File: src/gbsh_pkg.sv
`default_nettype none
package gbsh_pkg;

  localparam int TORUS_DIM    = 8;
  localparam int CYCLE_PERIOD = 42;
  localparam int MAX_CALL_LEN = 65536;

  localparam int CNT_W = 17;
  localparam int CYC_W = 6;
  localparam int DVD_W = CNT_W + 16;
  localparam int TK_W  = $clog2(TORUS_DIM + 1);

  localparam logic [31:0] CRC_POLY   = 32'hEDB88320;
  localparam logic [31:0] GOLDEN     = 32'h9E3779B9;
  localparam logic [31:0] ROLL_ADD   = 32'h7F4A7C15;
  localparam logic [31:0] SEED_RST   = 32'hA5A5F00D;
  localparam logic [7:0]  GATE_RST   = 8'd160;
  localparam logic [16:0] Q16_ONE    = 17'h10000;
  localparam logic [16:0] Q16_HALF   = 17'h08000;
  localparam logic [16:0] Q16_QUART  = 17'h04000;
  localparam logic [CNT_W-1:0] CNT_MAX = CNT_W'(MAX_CALL_LEN);

  localparam logic [1:0] REG_GATE = 2'd0;
  localparam logic [1:0] REG_SEED = 2'd1;
  localparam logic [1:0] REG_GAIN = 2'd2;
  localparam logic [1:0] REG_CAP  = 2'd3;

  localparam logic [1:0] KIND_BYTE   = 2'd0;
  localparam logic [1:0] KIND_REPORT = 2'd1;
  localparam logic [1:0] KIND_TORUS  = 2'd2;

  function automatic logic [7:0] swap_case(input logic [7:0] raw);
    logic [7:0] low;
    low = raw | 8'h20;
    if (low >= 8'h61 && low <= 8'h7A) return raw ^ 8'h20;
    return raw;
  endfunction

  function automatic logic [31:0] crc_byte(input logic [31:0] crc, input logic [7:0] d);
    logic [31:0] c;
    c = crc ^ {24'd0, d};
    for (int i = 0; i < 8; i++) begin
      c = c[0] ? ((c >> 1) ^ CRC_POLY) : (c >> 1);
    end
    return c;
  endfunction

  function automatic logic [31:0] rotl5(input logic [31:0] x);
    return {x[26:0], x[31:27]};
  endfunction

  function automatic logic [15:0] torus_word(input logic [31:0] s, input logic [31:0] m);
    logic [31:0] v;
    v = s ^ m;
    return v[31:16] ^ v[15:0];
  endfunction

  function automatic logic [CNT_W-1:0] sat_inc(input logic [CNT_W-1:0] c);
    return (c < CNT_MAX) ? c + 1'b1 : c;
  endfunction

endpackage
`default_nettype wire

File: src/gbsh_div.sv
`default_nettype none
module gbsh_div import gbsh_pkg::*; (
  input  wire logic             clk,
  input  wire logic             rst_n,
  input  wire logic             start,
  input  wire logic [DVD_W-1:0] dividend,
  input  wire logic [CNT_W-1:0] divisor,
  output logic                  done,
  output logic [CNT_W-1:0]      quotient
);

  localparam int STEP_W = $clog2(DVD_W);

  logic              busy_r;
  logic              done_r;
  logic [STEP_W-1:0] cnt_r;
  logic [CNT_W-1:0]  rem_r;
  logic [DVD_W-1:0]  dvd_r;
  logic [CNT_W-1:0]  q_r;
  logic [CNT_W:0]    shifted;
  logic              ge;

  assign shifted = {rem_r, dvd_r[DVD_W-1]};
  assign ge      = shifted >= {1'b0, divisor};

  always_ff @(posedge clk) begin
    if (!rst_n) begin
      busy_r <= 1'b0;
      done_r <= 1'b0;
      cnt_r  <= '0;
    end else begin
      done_r <= 1'b0;
      if (start) begin
        busy_r <= 1'b1;
        cnt_r  <= '0;
        rem_r  <= '0;
        dvd_r  <= dividend;
        q_r    <= '0;
      end else if (busy_r) begin
        rem_r <= ge ? CNT_W'(shifted - {1'b0, divisor}) : shifted[CNT_W-1:0];
        dvd_r <= dvd_r << 1;
        q_r   <= {q_r[CNT_W-2:0], ge};
        cnt_r <= cnt_r + 1'b1;
        if (cnt_r == STEP_W'(DVD_W - 1)) begin
          busy_r <= 1'b0;
          done_r <= 1'b1;
        end
      end
    end
  end

  assign done     = done_r;
  assign quotient = q_r;

endmodule
`default_nettype wire

File: src/gated_byte_stream_hasher.sv
// Gated byte stream hasher.
// Input channel (in_valid/in_ready) takes one byte per transfer; in_end_of_call
// marks the last byte of a call. Results leave on the out_ channel: an emitted
// byte when the byte passes the gate and capacity allows, and on the last byte
// of a call one report followed by TORUS_DIM torus words. out_run_last marks
// the final result caused by an input byte.
// The cfg_ channel writes the four registers; cfg_ready is high only while idle.
// A byte is hashed in S_HASH and gated in S_GATE, then an emitted byte waits in
// S_OBYTE until taken. The last byte of a call adds two serial divisions
// through one shared restoring divider and the coherence, entropy and phi
// products on the shared 17x17 multiplier before the report. A clearing pass
// over the seen-token map starts with the first division, so in_ready returns
// only once that pass is over and all results of the call are taken.
// in_ready is low from the accepted transfer until all its results are taken.
// A stalled receiver holds the current result in the output register and the
// sequencer waits. Synchronous reset loads the threshold, seed, gain and
// capacity defaults, clears the per-call counters and starts the same
// clearing pass, during which in_ready stays low.
`default_nettype none
module gated_byte_stream_hasher import gbsh_pkg::*; (
  input  wire logic        clk,
  input  wire logic        rst_n,
  input  wire logic        in_valid,
  output logic             in_ready,
  input  wire logic [7:0]  in_data_byte,
  input  wire logic        in_end_of_call,
  output logic             out_valid,
  input  wire logic        out_ready,
  output logic [1:0]       out_item_kind,
  output logic [15:0]      out_item_value,
  output logic [16:0]      out_call_bytes_in,
  output logic [16:0]      out_call_bytes_out,
  output logic [16:0]      out_call_bytes_skipped,
  output logic [31:0]      out_crc_value,
  output logic [31:0]      out_rolling_value,
  output logic [16:0]      out_coherence_avg,
  output logic [16:0]      out_entropy_avg,
  output logic [16:0]      out_phi_value,
  output logic [5:0]       out_cycle_count,
  output logic             out_run_last,
  input  wire logic        cfg_valid,
  output logic             cfg_ready,
  input  wire logic [1:0]  cfg_index,
  input  wire logic [31:0] cfg_data
);

  localparam logic [3:0] S_IDLE    = 4'd0;
  localparam logic [3:0] S_HASH    = 4'd1;
  localparam logic [3:0] S_GATE    = 4'd2;
  localparam logic [3:0] S_OBYTE   = 4'd3;
  localparam logic [3:0] S_DT_GO   = 4'd4;
  localparam logic [3:0] S_DT_WAIT = 4'd5;
  localparam logic [3:0] S_DC_GO   = 4'd6;
  localparam logic [3:0] S_DC_WAIT = 4'd7;
  localparam logic [3:0] S_MUL     = 4'd8;
  localparam logic [3:0] S_REPORT  = 4'd9;
  localparam logic [3:0] S_TORUS   = 4'd10;

  logic [3:0]  state_r;
  logic        out_valid_r;
  logic [7:0]  gate_r;
  logic [16:0] gain_r;
  logic [16:0] cap_r;
  logic [31:0] rolling_r;
  logic [31:0] crc_r;
  logic [16:0] coh_r;
  logic [16:0] ent_r;
  logic [16:0] phi_r;
  logic [CYC_W-1:0] cyc_r;
  logic        seen_mem [0:255];
  logic        seen_rd_r;
  logic        clr_busy_r;
  logic [7:0]  clr_addr_r;
  logic [8:0]  unique_r;
  logic [CNT_W-1:0] trans_r;
  logic [7:0]  prev_r;
  logic [CNT_W-1:0] in_cnt_r;
  logic [CNT_W-1:0] out_cnt_r;
  logic [CNT_W-1:0] skip_cnt_r;
  logic [7:0]  byte_r;
  logic        last_r;
  logic [7:0]  token_r;
  logic [31:0] phi_hash_r;
  logic [16:0] ht_r;
  logic [16:0] cin_r;
  logic [2:0]  step_r;
  logic [17:0] mul_prod_r;
  logic [17:0] acc_r;
  logic [31:0] torus_acc_r;
  logic [TK_W-1:0] tk_r;

  logic [1:0]  kind_r;
  logic [15:0] value_r;
  logic [16:0] rin_r, rout_r, rskip_r, rcoh_r, rent_r, rphi_r;
  logic [31:0] rcrc_r, rroll_r;
  logic [5:0]  rcyc_r;
  logic        rlast_r;

  // Per-byte datapath.
  logic [7:0]  token;
  logic [39:0] hash_prod;
  logic [7:0]  score;
  logic        pass;
  logic [7:0]  gated;
  logic        emit;

  assign token     = swap_case(byte_r);
  assign hash_prod = {32'd0, token} * {8'd0, GOLDEN};
  assign score     = phi_hash_r[7:0] ^ rolling_r[7:0];
  assign pass      = score >= gate_r;
  assign gated     = pass ? ({token_r[6:0], 1'b0} ^ rolling_r[7:0]) : 8'd0;
  assign emit      = pass && (out_cnt_r < cap_r);

  // End-of-call arithmetic.
  logic [16:0] gain_eff, om, omh, h_in, mul_a, mul_b;
  logic [17:0] h_sum;
  logic [33:0] mul_full;
  logic [CYC_W-1:0] cyc_nxt;
  logic [31:0] torus_seed;

  always_comb begin
    if (gain_r == 17'd0) gain_eff = Q16_QUART;
    else if (gain_r > Q16_ONE) gain_eff = Q16_ONE;
    else gain_eff = gain_r;
  end

  assign om    = Q16_ONE - gain_eff;
  assign omh   = ent_r[16] ? 17'd0 : (Q16_ONE - ent_r);
  assign h_sum = {1'b0, unique_r, 8'd0} + {1'b0, ht_r};
  assign h_in  = h_sum[17:1];

  always_comb begin
    unique case (step_r)
      3'd0:    begin mul_a = om;       mul_b = coh_r; end
      3'd1:    begin mul_a = gain_eff; mul_b = cin_r; end
      3'd2:    begin mul_a = om;       mul_b = ent_r; end
      3'd3:    begin mul_a = gain_eff; mul_b = h_in;  end
      default: begin mul_a = omh;      mul_b = coh_r; end
    endcase
  end

  assign mul_full   = {17'd0, mul_a} * {17'd0, mul_b};
  assign cyc_nxt    = (cyc_r == CYC_W'(CYCLE_PERIOD - 1)) ? '0 : cyc_r + 1'b1;
  assign torus_seed = rolling_r ^ {15'd0, phi_r};

  // Shared divider for the two per-call ratios.
  logic             div_start;
  logic [DVD_W-1:0] div_dividend;
  logic             div_done;
  logic [CNT_W-1:0] div_q;

  assign div_start    = (state_r == S_DT_GO) || (state_r == S_DC_GO);
  assign div_dividend = (state_r == S_DT_GO) ? {trans_r, 16'd0} : {out_cnt_r, 16'd0};

  gbsh_div u_div (
    .clk      (clk),
    .rst_n    (rst_n),
    .start    (div_start),
    .dividend (div_dividend),
    .divisor  (in_cnt_r),
    .done     (div_done),
    .quotient (div_q)
  );

  // Seen-token map: read while hashing, set at the gate, wiped by the clearing pass.
  always_ff @(posedge clk) begin
    if (clr_busy_r) begin
      seen_mem[clr_addr_r] <= 1'b0;
    end else if (state_r == S_GATE && !seen_rd_r) begin
      seen_mem[token_r] <= 1'b1;
    end
    seen_rd_r <= seen_mem[token];
  end

  always_ff @(posedge clk) begin
    if (!rst_n) begin
      state_r     <= S_IDLE;
      out_valid_r <= 1'b0;
      gate_r      <= GATE_RST;
      gain_r      <= Q16_QUART;
      cap_r       <= Q16_ONE;
      rolling_r   <= SEED_RST;
      crc_r       <= '1;
      coh_r       <= Q16_HALF;
      ent_r       <= Q16_HALF;
      phi_r       <= Q16_QUART;
      cyc_r       <= '0;
      clr_busy_r  <= 1'b1;
      clr_addr_r  <= '0;
      unique_r    <= '0;
      trans_r     <= '0;
      prev_r      <= '0;
      in_cnt_r    <= '0;
      out_cnt_r   <= '0;
      skip_cnt_r  <= '0;
      step_r      <= '0;
      tk_r        <= '0;
    end else begin
      if (cfg_valid && cfg_ready) begin
        unique case (cfg_index)
          REG_GATE: gate_r <= cfg_data[7:0];
          REG_SEED: begin
            rolling_r <= cfg_data;
            crc_r     <= '1;
            coh_r     <= Q16_HALF;
            ent_r     <= Q16_HALF;
            phi_r     <= Q16_QUART;
            cyc_r     <= '0;
          end
          REG_GAIN: gain_r <= cfg_data[16:0];
          REG_CAP:  cap_r  <= cfg_data[16:0];
          default: ;
        endcase
      end

      // The clearing pass runs beside the end-of-call arithmetic.
      if (state_r == S_DT_GO) begin
        clr_busy_r <= 1'b1;
        clr_addr_r <= '0;
      end else if (clr_busy_r) begin
        clr_addr_r <= clr_addr_r + 1'b1;
        if (clr_addr_r == 8'hFF) clr_busy_r <= 1'b0;
      end

      unique case (state_r)
        S_IDLE: begin
          if (in_valid && in_ready) begin
            byte_r  <= in_data_byte;
            last_r  <= in_end_of_call;
            state_r <= S_HASH;
          end
        end
        S_HASH: begin
          token_r    <= token;
          phi_hash_r <= hash_prod[39:8];
          state_r    <= S_GATE;
        end
        S_GATE: begin
          if (!seen_rd_r) unique_r <= unique_r + 1'b1;
          if (in_cnt_r != '0 && token_r != prev_r) trans_r <= sat_inc(trans_r);
          prev_r    <= token_r;
          in_cnt_r  <= sat_inc(in_cnt_r);
          rolling_r <= rotl5(rolling_r ^ (phi_hash_r + ROLL_ADD));
          crc_r     <= crc_byte(crc_r, gated);
          if (emit) begin
            out_cnt_r   <= sat_inc(out_cnt_r);
            kind_r      <= KIND_BYTE;
            value_r     <= {8'd0, gated};
            rin_r       <= '0;
            rout_r      <= '0;
            rskip_r     <= '0;
            rcrc_r      <= '0;
            rroll_r     <= '0;
            rcoh_r      <= '0;
            rent_r      <= '0;
            rphi_r      <= '0;
            rcyc_r      <= '0;
            rlast_r     <= !last_r;
            out_valid_r <= 1'b1;
            state_r     <= S_OBYTE;
          end else begin
            skip_cnt_r <= sat_inc(skip_cnt_r);
            state_r    <= last_r ? S_DT_GO : S_IDLE;
          end
        end
        S_OBYTE: begin
          if (out_ready) begin
            out_valid_r <= 1'b0;
            state_r     <= last_r ? S_DT_GO : S_IDLE;
          end
        end
        S_DT_GO: state_r <= S_DT_WAIT;
        S_DT_WAIT: begin
          if (div_done) begin
            ht_r    <= div_q;
            state_r <= S_DC_GO;
          end
        end
        S_DC_GO: state_r <= S_DC_WAIT;
        S_DC_WAIT: begin
          if (div_done) begin
            cin_r   <= div_q;
            step_r  <= '0;
            state_r <= S_MUL;
          end
        end
        S_MUL: begin
          // Each product is registered and consumed on the following step.
          mul_prod_r <= mul_full[33:16];
          step_r     <= step_r + 1'b1;
          unique case (step_r)
            3'd1: acc_r <= mul_prod_r;
            3'd2: coh_r <= 17'(acc_r + mul_prod_r);
            3'd3: acc_r <= mul_prod_r;
            3'd4: ent_r <= 17'(acc_r + mul_prod_r);
            3'd6: begin
              phi_r       <= mul_prod_r[16:0];
              cyc_r       <= cyc_nxt;
              torus_acc_r <= 32'(GOLDEN * ({26'd0, cyc_nxt} + 32'd1));
              kind_r      <= KIND_REPORT;
              value_r     <= '0;
              rin_r       <= in_cnt_r;
              rout_r      <= out_cnt_r;
              rskip_r     <= skip_cnt_r;
              rcrc_r      <= ~crc_r;
              rroll_r     <= rolling_r;
              rcoh_r      <= coh_r;
              rent_r      <= ent_r;
              rphi_r      <= mul_prod_r[16:0];
              rcyc_r      <= cyc_nxt;
              rlast_r     <= 1'b0;
              out_valid_r <= 1'b1;
              state_r     <= S_REPORT;
            end
            default: ;
          endcase
        end
        S_REPORT, S_TORUS: begin
          if (out_ready) begin
            if (state_r == S_TORUS && tk_r == TK_W'(TORUS_DIM)) begin
              out_valid_r <= 1'b0;
              unique_r    <= '0;
              trans_r     <= '0;
              prev_r      <= '0;
              in_cnt_r    <= '0;
              out_cnt_r   <= '0;
              skip_cnt_r  <= '0;
              state_r     <= S_IDLE;
            end else begin
              kind_r      <= KIND_TORUS;
              value_r     <= torus_word(torus_seed, torus_acc_r);
              rin_r       <= '0;
              rout_r      <= '0;
              rskip_r     <= '0;
              rcrc_r      <= '0;
              rroll_r     <= '0;
              rcoh_r      <= '0;
              rent_r      <= '0;
              rphi_r      <= '0;
              rcyc_r      <= '0;
              torus_acc_r <= torus_acc_r + GOLDEN;
              if (state_r == S_REPORT) begin
                tk_r    <= TK_W'(1);
                rlast_r <= (TORUS_DIM == 1);
              end else begin
                tk_r    <= tk_r + 1'b1;
                rlast_r <= (tk_r == TK_W'(TORUS_DIM - 1));
              end
              state_r <= S_TORUS;
            end
          end
        end
        default: state_r <= S_IDLE;
      endcase
    end
  end

  assign in_ready               = (state_r == S_IDLE) && !clr_busy_r;
  assign cfg_ready              = (state_r == S_IDLE);
  assign out_valid              = out_valid_r;
  assign out_item_kind          = kind_r;
  assign out_item_value         = value_r;
  assign out_call_bytes_in      = rin_r;
  assign out_call_bytes_out     = rout_r;
  assign out_call_bytes_skipped = rskip_r;
  assign out_crc_value          = rcrc_r;
  assign out_rolling_value      = rroll_r;
  assign out_coherence_avg      = rcoh_r;
  assign out_entropy_avg        = rent_r;
  assign out_phi_value          = rphi_r;
  assign out_cycle_count        = rcyc_r;
  assign out_run_last           = rlast_r;

endmodule
`default_nettype wire

File: config.mk
export PLATFORM = sky130hd
export DESIGN_NAME = gated_byte_stream_hasher
export DESIGN_NICKNAME = d
export VERILOG_FILES = /design/src/gbsh_pkg.sv /design/src/gbsh_div.sv /design/src/gated_byte_stream_hasher.sv
export SDC_FILE = /design/constraint.sdc
export NUM_CORES = 2
export LEC_CHECK = 0
export BUFFER_PORTS_ARGS = -buffer_cell sky130_fd_sc_hd__buf_2
export CAP_MARGIN = 20
export CORE_ASPECT_RATIO = 0.75
export CORE_UTILIZATION = 30
export CTS_CLUSTER_DIAMETER = 80
export DETAILED_ROUTE_END_ITERATION = 6
export SYNTH_ARGS = -nofsm -noshare
export SYNTH_HDL_FRONTEND = slang
export SYNTH_HIERARCHICAL = 1
export SYNTH_SLANG_ARGS = --single-unit
File: constraint.sdc
create_clock -name clk -period 14 [get_ports clk]
set_clock_uncertainty 0.05 [all_clocks]
set_input_delay 0 -clock clk [delete_from_list [all_inputs] [get_ports clk]]
set_output_delay 0 -clock clk [all_outputs]
set_load 0.02 [all_outputs]
==> results by group <==
Floorplanning
  – Initial Util: 0.3035
  – FP Rows: about 140
  – Core box area: 198100 um^2
  – Die height: approximately 400 um
  – Area of the die: between 200000 and 250000 um^2
  – Die Wd: between 500 and 600 um
  – Number of top-level pins: between 200 and 250

Critical path
  – Worst setup SP type: flop
  – CP dominant cell by count: fa_1
  – R2r setup slk: 3.75 ns
  – Critical path endpoint category: flop
  – CP max stage cell: a221oi_2
  – RR Endpoint: mul_prod_r[14]$_DFFE_PP_
  – Slowest cell delay on critical path: just over 0.7 ns
  – Worst reg2reg path startpoint: gain_r[1]$_SDFFE_PN0P_
  – Worst path arrival time: roughly 11 ns
  – Reg2reg path depth: 34
  – Crit Path Class: flop to flop
  – Critical-path maximum fanout: 10
  – Req. time, crit path: about 14 ns

Clocking
  – CTS sink cnt: 940
  – Worst skew pair latency: a little under 0.8 ns
  – Setup bufs post-CTS: 0
  – Num CTS Buffers: around 100
  – Clock root cell: clkbuf_16
  – Clk buf depth: 3
  – CTS tree: yes
  – CTS clk-pin slew, worst paths: approximately 0.06 ns
  – H-tree Lvls: 3

Routing
  – Drt first pass iters: 7
  – Routed via count: between 40000 and 50000
  – Avg Vias per Cell: about 5.0
  – Post-route ant nets: 0
  – Final WL: about 180000 um
  – Routed length per instance: roughly 20 um
  – First DRT Iteration DRCs: approximately 3600
  – DRC Markers: 32

Layout
  – Most frequent cells in the layout: nor2_1 (696), edfxtp_1 (662), inv_1 (538)
  – Layout cells sized above 1: 0.1195
  – Layout Cells excl Fill: 8649
  – Commonest non-fill, non-tap cell in the layout: nor2_1
  – Nets: 6634
  – Area Overhead vs Synth: 13.98%
  – Design area: 68540 um^2

STA
  – Hold Vio Cnt, Final: 0
  – Final min period: approximately 10 ns
  – Max_slew headroom: 0.2185
  – Part of the cycle the worst path needs: 0.7322
  – FMAX: about 98 MHz
  – Max Slew Vio Count: 0
  – Unrepaired setup endpoints after global routing: no
  – Worst-Margin Slew: about 1.2 ns
  – Final setup violation count: 0
  – Setup_tns: 0 ns

Logic synthesis
  – Cell area after synthesis: roughly 60000 um^2
  – Main synth FF type: edfxtp_1
  – Synth Area in Compound Gates: 0.08204
  – Main combinational cell family by area after synthesis: adder cells
  – Mean area per synthesized cell: ~11 um^2
  – Post-synthesis adder-cell area fraction: 0.1826
  – EDFF count, synth: between 600 and 700
  – Post-Synth XOR/XNOR Area: 0.06408
  – Post-synth top area share: 0.3306
  – Multiplexer share of the synthesized area: 0.04498
  – Mapped Cells: between 5000 and 6000
  – Most area-consuming cells after synthesis: edfxtp_1 (33%), fa_1 (11%), dfxtp_1 (9.3%)
  – Post-Synth Simple-Gate Area: 0.1508
  – Yosys reg bits: between 900 and 1000
  – Leading area contributor after synthesis: edfxtp_1
  – Register area share after synthesis: 0.4231
  – Ys Warns: 6
  – Netlist cell types: roughly 110
  – Ys async rst share: 0

Placement
  – Dpl cells: about 8400
  – I/O Buffers: 241
  – Dpl cell area: roughly 64000 um^2
  – Routability cong.: 0.9022
  – Post-detail-place hpwl: between 100000 and 150000 um

Worst hold path
  – Hold path cells: 2
  – Worst hold start: in_valid
  – Tightest Hold Check Type: input port to flop
  – Sink of the worst hold path: byte_r[0]$_DFFE_PP_

Power and ir drop
  – Leak pwr: between 20 and 30 nW
  – Clk pwr share: 0.421
  – Switching power: approximately 0.0019 W
  – Largest vdd supply drop: roughly 0.092 mV
  – Sw Share: 0.2774
  – Seq pwr share: 0.444
  – Pwr Density: 100.6 nW/um^2
  – Internal Pwr Total: ~0.0050 W
  – Combinational Power Share: 0.135

Global route
  – First-pass GRT wire length: 265000 um
  – Remaining Overflow, GRT: 0
  – Initial antenna violation count: 8
  – Tot GR Track Use: 0.1718
  – Largest net degree at the start of global routing: between 100 and 150
  – Vias in the first global route: about 42000

Flow run
  – Max cap viols: 0

Run status
  – Status: complete, but fails checks
  – Failing checks: design-rule violations
-- Yosys cell counts (57+ instances only) --
master    instances
dfxtp_1         278
o21ai_0         172
fa_1            338
and2_1           57
xor2_1          147
a21boi_0         77
nor2_1          699
xnor2_1         260
inv_1           538
nand2b_1         63
edfxtp_1        662
nand3_1         154
clkbuf_1        233
nor3_1           64
mux4_2           85
ha_1            337
nand2_1         499
and3_1          169
a21oi_1         143
nor2b_1          65
-- power groups by stage --
stage | logic [W] | clock network, W | registers, W
floorplan | 0.000647 | 0 | 0.00309
global route | 0.00101 | 0.00306 | 0.00307
finish | 0.000929 | 0.00290 | 0.00306
global placement | 0.000892 | 0 | 0.00312
CTS | 0.000922 | 0.00297 | 0.00306
detailed placement | 0.000900 | 0 | 0.00312
-- routing by layer --
layer  vias up  part of all wire  GRT usage
li1      19900                 -          -
met1     21470              0.46     0.2466
met2      1299              0.45     0.2654
met3       245             0.061    0.02731
met4         2             0.028    0.05003
met5         -          0.000074          0
-- layout make-up --
class / count / area [um^2]
antenna: 4 / 10.01
multi-input combinational: 3950 / 31740
clock buffer: 131 / 2794
fill: 19860 / 129600
timing repair buffer: 373 / 2406
clock inverter: 64 / 795.8
tap: 2645 / 3309
sequential: 940 / 25440
inverter: 542 / 2039
-- worst max path at each step --
stage,to,startpoint,slack (ns),cells after the start
after floorplan,out_call_bytes_in[0]$_SDFFCE_PN0P_,phi_hash_r[6]$_DFFE_PP_,1.98,10
after global placement,mul_prod_r[16]$_DFFE_PP_,gain_r[0]$_SDFFE_PN0P_,4.00,34
after detailed placement,mul_prod_r[16]$_DFFE_PP_,gain_r[1]$_SDFFE_PN0P_,3.84,34
after CTS,mul_prod_r[16]$_DFFE_PP_,gain_r[1]$_SDFFE_PN0P_,3.82,34
after global routing,mul_prod_r[14]$_DFFE_PP_,gain_r[1]$_SDFFE_PN0P_,3.28,34
final,mul_prod_r[14]$_DFFE_PP_,gain_r[1]$_SDFFE_PN0P_,3.75,34
-- worst max-delay path, delay by kind of cell (launching register included) --
family / cells / cell delay (ns)
AO/OA/AOI/OAI: 13 / 3.26
XOR/XNOR: 1 / 0.08
adder cells (fa/ha/maj): 8 / 3.67
buffers and inverters: 4 / 0.21
flip-flops: 1 / 0.35
AND/OR/NAND/NOR: 8 / 2.38
-- through the flow --
stage | hold WS [ns] | utilization | setup WS (ns) | power, W
final | 0.07259 | 0.3460 | 3.750 | 0.006895
after global routing | 0.03957 | 0.3459 | 3.279 | 0.007139
after CTS | 0.009114 | 0.3457 | 3.821 | 0.006952
after detailed placement | 0.1320 | 0.3242 | 3.836 | 0.004022
after global placement | 0.1303 | 0.3242 | 4.001 | 0.004012
after floorplan | 0.04887 | - | 1.977 | 0.003732
-- cells by family (layout without fill, tap and decap cells) --
family / Yosys count / count (layout)
xor+xnor: 422 / 422
flops: 940 / 940
buf+inv: 816 / 1110
other cells: 1 / 20
simple gates: 1952 / 1952
mux: 158 / 158
fa+ha+maj: 675 / 675
compound gates: 727 / 727
-- timing repair --
item | CTS | global route
gates resized for setup | 0 | 0
hold buffers | 68 | 0
hold endpoints to repair | 160 | 0
-- registers in the layout (all words and copies together) (netlist names), 32 cells and up --
register / flops
crc_r: 32
out_crc_value: 32
out_rolling_value: 32
phi_hash_r: 32
rolling_r: 32
seen_mem: 256
torus_acc_r: 32
u_div/dvd_r: 33
(Power assumes the default switching activity.)
